File: src/hw/rtl/ams_pkg.sv
// Shared types, sizes and instruction codes for the accumulator machine core.
// No dependencies; imported by every module of the block.
`default_nettype none

package ams_pkg;

	localparam int DATA_DEPTH = 1024;
	localparam int PROG_DEPTH = 1024;
	localparam int WORD_BITS  = 32;
	localparam int ADDR_BITS  = $clog2(DATA_DEPTH);
	localparam int PC_BITS    = $clog2(PROG_DEPTH + 1);

	typedef logic [WORD_BITS-1:0] word_t;
	typedef logic [ADDR_BITS-1:0] addr_t;
	typedef logic [PC_BITS-1:0]   pc_t;

	// item kinds
	localparam logic [1:0] OPR_EXEC  = 2'd0;
	localparam logic [1:0] OPR_WRITE = 2'd1;
	localparam logic [1:0] OPR_READ  = 2'd2;

	// instruction set
	localparam logic [3:0] OPC_LDA = 4'd0;
	localparam logic [3:0] OPC_LDI = 4'd1;
	localparam logic [3:0] OPC_STA = 4'd2;
	localparam logic [3:0] OPC_STI = 4'd3;
	localparam logic [3:0] OPC_ADD = 4'd4;
	localparam logic [3:0] OPC_SUB = 4'd5;
	localparam logic [3:0] OPC_JMP = 4'd6;
	localparam logic [3:0] OPC_JMZ = 4'd7;
	localparam logic [3:0] OPC_JMN = 4'd8;
	localparam logic [3:0] OPC_HLT = 4'd9;

	// single data memory port request
	typedef struct packed {
		logic  we;
		addr_t addr;
		word_t wdata;
	} mem_req_t;

	// accumulator tests from the arithmetic unit
	typedef struct packed {
		logic zero;
		logic neg;
	} alu_flags_t;

endpackage

`default_nettype wire

File: src/hw/rtl/ams_alu.sv
// Shared add/subtract unit and accumulator tests (zero, negative).
// Depends on ams_pkg.
`default_nettype none

module ams_alu (
	input  wire ams_pkg::word_t a,
	input  wire ams_pkg::word_t b,
	input  wire                 sub,
	output ams_pkg::word_t      result,
	output ams_pkg::alu_flags_t flags
);
	import ams_pkg::*;

	// wraps to the word width
	assign result     = sub ? (a - b) : (a + b);
	assign flags.zero = (a == '0);
	assign flags.neg  = a[WORD_BITS-1];

endmodule

`default_nettype wire

File: config.mk
export PLATFORM = sky130hd
export DESIGN_NAME = ams_alu
export DESIGN_NICKNAME = d
export VERILOG_FILES = /design/src/hw/rtl/ams_pkg.sv /design/src/hw/rtl/ams_alu.sv
export SDC_FILE = /design/constraint.sdc
export NUM_CORES = 1
export LEC_CHECK = 0
export BUFFER_PORTS_ARGS = -buffer_cell sky130_fd_sc_hd__buf_4
export CORE_MARGIN = 2
export CORE_UTILIZATION = 35
export DETAILED_ROUTE_END_ITERATION = 12
export REMOVE_ABC_BUFFERS = 1
export SLEW_MARGIN = 15
export SYNTH_ARGS = -nofsm -noshare
export SYNTH_HDL_FRONTEND = slang
export SYNTH_SLANG_ARGS = --single-unit
File: constraint.sdc
create_clock -name vclk -period 9
set_clock_uncertainty 0.1 [all_clocks]
set_input_delay 0.9 -clock vclk [all_inputs]
set_output_delay 0.9 -clock vclk [all_outputs]
set_load 0.05 [all_outputs]
==> results.tsv, run 1 <==
stage	metric	value	unit
die	rows	30	
layout	clockBufferCount	0	
synth	synthesis.area	0.00246	sq mm
drt	drt_wl_total	7920	um
synth	synth.avg_cell_area	6.83	sq um
layout	n_fill_cell	704	
die	dieHeight	87.8	um
critical_path	worst_setup_path_start_kind	primary input	
timing	slew_headroom	65.0	%
layout	seqCellArea	0	sq um
synth	yosysWarnings	0	
global_routing	grt_max_degree	32	
layout	num-nets-final	548	
job	max-cap-violations	0	
die	die_width	87.8	um
layout	final_cell_mix	buf_4, a21oi_1, xnor2_1, nor2_1, ha_1	
critical_path	cp-end-kind	output pin	
synth	synth.distinct_cells	54	
critical_path	cp.required	8.00	ns
critical_path	path_cells	buf_4 > nor3_1 > nand2_1 > nor3_1 > nand2_1 > nor2_1 > a31oi_1 > xnor2_1 > ha_1 > and3_1 > nand2_1 > nor4b_1 > nor4b_1 > o21ai_1 > nand2_1 > nor3b_1 > a211o_1 > buf_4	
synth	seq_area_frac_synth	0	%
synth	synth_compound_area_share	30.3	%
critical_path	worst-setup-path-type	in -> out	
die	num_io_pins	99	
drt	viasPerCell	5.38	
die	coreArea	0.00679	sq mm
worst_hold_path	min_path_type	in -> out	
synth	synthXorXnorAreaFrac	20.7	%
global_routing	antenna_found_initial	0	
drt	dr.pass1.iters	4	
power	power.density	156	mW/mm^2
synth	synthAdderAreaFrac	17.1	%
timing	slew_violations	0	
die	die-area	0.00771	sq mm
timing	hold_viol	0	
drt	wl_per_cell	14.6	um
synth	muxShareOfSynthArea	0.407	%
die	initial_utilization	36.2	%
critical_path	cpMostUsedCell	nand2_1	
global_routing	track_usage	19.9	%
drt	via_count	2926	
synth	synthSimpleGateAreaFrac	27.3	%
drt	drc	0	
layout	layout-drive-gt1-share	25.9	%
global_routing	grt_pass1_wl	12500	um
clock_network	cts_resized	0	
place	place_congestion	0.924	
outcome	status	finished, final reports clean	
place	dpl.hpwl	6980	um
global_routing	global_route.overflow_total	0	
timing	timing.final.crit_period	5.54	ns
critical_path	worstPathArrival	4.54	ns
critical_path	max_stage_delay	0.41	ns
critical_path	setup.worst_path.end	result[28]	
drt	ant_nets	0	
power	vdd_drop_max	85.2	uV
critical_path	slowest_stage	ha_1	
layout	layout_commonest_cell	buf_4	
layout	syn_to_final_growth	33.0	%
clock_network	cts_setup_buffers	0	
layout	antennaDiodeCount	0	
drt	drt_iter0_markers	122	
global_routing	grt_pass1_vias	2679	
power	power.leakage	0.00144	uW
timing	rsz0062_at_grt	no	
timing	finalWorstSetupSlack	3.46	ns
timing	worst_pin_slew	0.519	ns
layout	seq_cell_count	0	
timing	finalSetupTns	0	ns
timing	finalCritPeriodShare	61.6	%
place	portBuffers	99	
timing	finalSetupViolations	0	
timing	fmax	180	MHz
synth	synth_cells	360	
clock_network	hold_buffers	0	
critical_path	crit_path_start	b[3]	
synth	synth_top_family_by_area	compound AO/OA/AOI/OAI gates	
place	dp_slack	3.44	ns
critical_path	cp_max_fo	8	
## layout make-up
class                           count  area, sq um  share of cell area, %
Timing Repair Buffer               99          743                   22.7
Tap cell                           96          120                   3.67
Multi-Input combinational cell    335         2350                   72.0
Inverter                           14         52.6                   1.61
## cell families after synthesis
logic type                 count (synthesis)
AOI/OAI and AO/OA                        114
xor gates and xnor gates                  58
adders and majority gates                 33
buffers and inverters                     25
muxes                                      1
and+or+nand+nor                          129
## stage by stage
step           power (uW)  area [sq um]  hold WS [ns]  util, %  cells
3_3_place_gp          508          3270          2.00     48.1    544
2_1_floorplan         359          2410          1.70        -    349
4_1_cts               509          3270          2.00     48.1    544
5_1_grt               543          3270          2.01     48.1    544
6_report              509          3270          2.00     48.1    544
3_5_place_dp          508          3270          2.00     48.1    544
## worst max-delay path: cells and delay by family
family	cells	cell delay [ns]
compound gates	3	0.53
simple gates	11	2.27
fa+ha+maj	1	0.41
buf+inv	2	0.30
xor+xnor	1	0.14
## routing by layer
| layer | GRT usage, % | routed length (um) | up-vias |
|---|---|---|---|
| met4 | 2.24 | 76 | 0 |
| met2 | 33.4 | 3760 | 83 |
| met3 | 0.660 | 413 | 4 |
| met5 | 0 | 0 | - |
| li1 | - | - | 1506 |
| met1 | 29.1 | 3670 | 1333 |
## cell usage after synthesis, types with 2 or more instances
master	count	area [sq um]
xnor2_1	46	403
nand2b_1	5	31.3
and3_1	4	25.0
nor2_1	35	131
nand2_1	31	116
xor2_1	12	105
nor4_2	2	25.0
nor4_1	9	56.3
a21oi_2	3	26.3
o21a_1	3	22.5
nor2b_1	4	25.0
nor3b_1	4	30.0
o21bai_1	3	22.5
buf_4	2	15.0
o21ai_0	11	55.1
clkbuf_1	5	18.8
nor4b_1	2	17.5
buf_1	2	7.51
o21ai_1	6	30.0
nand4_1	8	50.1
a21boi_1	2	15.0
a31oi_1	7	43.8
a41oi_1	2	17.5
a21oi_1	48	240
nand3_1	4	20.0
nor3_1	14	70.1
a21o_1	11	82.6
a21boi_0	2	15.0
a211oi_1	2	15.0
nor3_2	2	20.0
inv_1	14	52.6
ha_1	32	400
o211ai_1	2	15.0
## power breakdown
group	switching, uW	internal, uW
Combinational	335	175
Clock	0	0
Sequential	0	0
Total	335	175
## worst min-delay path by stage
stage,cells past startpoint,from,endpoint,slack (ns)
5_1_grt,2,a[31],flags[0],2.01
6_report,2,a[31],flags[0],2.00
3_3_place_gp,2,a[31],flags[0],2.00
2_1_floorplan,0,a[31],flags[0],1.70
4_1_cts,2,a[31],flags[0],2.00
3_5_place_dp,2,a[31],flags[0],2.00
No activity file was read; power rests on OpenSTA's default activity.
==> inputs of run 2 (changes only) <==
==> constraint.sdc (replaced) <==
create_clock -name vclk -period 5.5
set_clock_uncertainty 0.1 [all_clocks]
set_input_delay 0.55 -clock vclk [all_inputs]
set_output_delay 0.55 -clock vclk [all_outputs]
set_load 0.05 [all_outputs]
==> run 2 against run 1 <==
Clock-buffer cell count is the same. Non-clock buffer count is the same. Final cell count is the same. Power grew 64%. Hold slack lost 0.70 ns.
==> results.tsv, run 2 (synthesis gave the netlist of run 1 again) <==
stage	metric	value	unit
layout	syn_to_final_growth	33.0	%
global_routing	track_usage	19.7	%
drt	ant_nets	0	
timing	slew_violations	0	
drt	via_count	2932	
critical_path	cp_max_fo	8	
critical_path	worst_setup_path_start_kind	primary input	
drt	viasPerCell	5.39	
global_routing	grt_pass1_wl	12500	um
layout	seqCellArea	0	sq um
timing	finalSetupTns	0	ns
layout	layout-drive-gt1-share	25.9	%
layout	clockBufferCount	0	
critical_path	worstPathArrival	4.25	ns
timing	hold_viol	0	
drt	drt_wl_total	7990	um
clock_network	cts_resized	0	
global_routing	met1_usage	29.0	%
drt	wl_per_cell	14.7	um
layout	final_cell_mix	buf_4, a21oi_1, xnor2_1, nor2_1, ha_1	
timing	slew_headroom	63.2	%
timing	timing.final.crit_period	4.90	ns
die	rows	30	
global_routing	grt.met2_usage	33.8	%
global_routing	met3_usage	0.471	%
worst_hold_path	min_path_type	in -> out	
global_routing	grt_pass1_vias	2655	
layout	antennaDiodeCount	0	
global_routing	antenna_found_initial	0	
layout	design_area	0.00327	sq mm
critical_path	cp-end-kind	output pin	
drt	dr.pass1.iters	5	
die	coreArea	0.00679	sq mm
place	dpl.hpwl	6970	um
drt	drt_iter0_markers	142	
die	die-area	0.00771	sq mm
timing	fmax	204	MHz
timing	finalCritPeriodShare	89.1	%
die	num_io_pins	99	
layout	layout_commonest_cell	buf_4	
power	power.density	255	mW/mm^2
job	max-cap-violations	0	
critical_path	worst-setup-path-type	in -> out	
timing	worst_pin_slew	0.547	ns
die	die_width	87.8	um
die	dieHeight	87.8	um
worst_hold_path	hold_depth	2	
global_routing	grt_busiest_layer	met2	
clock_network	cts_setup_buffers	0	
layout	seq_cell_count	0	
outcome	status	finished, final reports clean	
place	portBuffers	99	
drt	drc	0	
layout	layout.cells.non_filler	544	
clock_network	hold_buffers	0	
die	initial_utilization	36.2	%
timing	rsz0062_at_grt	no	
critical_path	crit_path_start	b[3]	
place	place_congestion	0.924	
critical_path	setup.worst_path.end	result[28]	
timing	finalSetupViolations	0	
power	power.leakage	0.00144	uW
power	vdd_drop_max	146	uV
critical_path	cp.required	4.85	ns
global_routing	global_route.overflow_total	0	
global_routing	grt_max_degree	32	
layout	num-nets-final	548	
layout	n_fill_cell	690	
place	dpl.cell_count	544	
place	placedInstanceArea	0.00327	sq mm
run 2: cell counts in the layout (fill, tap and decap cells not counted):
No cell type changed its count.
run 2: worst max-delay path, cell delays in order:
cell	delay (ns)
buf_4	0.12
nor3_1	0.33
nand2_1	0.12
nor3_1	0.26
nand2_1	0.17
nor2_1	0.30
a31oi_1	0.15
xnor2_1	0.14
ha_1	0.41
and3_1	0.21
nand2_1	0.08
nor4b_1	0.40
nor4b_1	0.15
o21ai_1	0.26
nand2_1	0.11
nor3b_1	0.19
a211o_1	0.12
buf_4	0.18
run 2: layout make-up:
cell class	instances	area (sq um)	share of cell area, %
inverters	14	52.6	1.61
multi-input cells	335	2350	72.0
repair buffers	99	743	22.7
well taps	96	120	3.67
run 2: where the power goes:
part	switching (uW)	internal [uW]	total [uW]
Combinational	548	286	834
Sequential	0	0	0
Clock	0	0	0
run 2: layer usage:
metal	part of all wire, %	up-vias
met5	0	-
met4	0	0
met3	4.3	0
met2	48	86
met1	48	1348
li1	-	1498
run 2: worst min path at each step:
| stage | from | end | slack (ns) |
|---|---|---|---|
| after floorplan | a[31] | flags[0] | 1.00 |
| after global placement | a[31] | flags[0] | 1.30 |
| after detailed placement | a[31] | flags[0] | 1.30 |
| after CTS | a[31] | flags[0] | 1.30 |
| after global routing | a[31] | flags[0] | 1.31 |
| final | a[31] | flags[0] | 1.30 |
run 2: metrics by stage:
step                      setup WS (ns)  hold slack (ns)  utilization [%]  total power, uW
after CTS                         0.618             1.30             48.1              833
after global placement            0.727             1.30             48.1              831
after detailed placement          0.635             1.30             48.1              830
after global routing              0.236             1.31             48.1              888
final                             0.601             1.30             48.1              834
after floorplan                   0.877             1.00                -              588
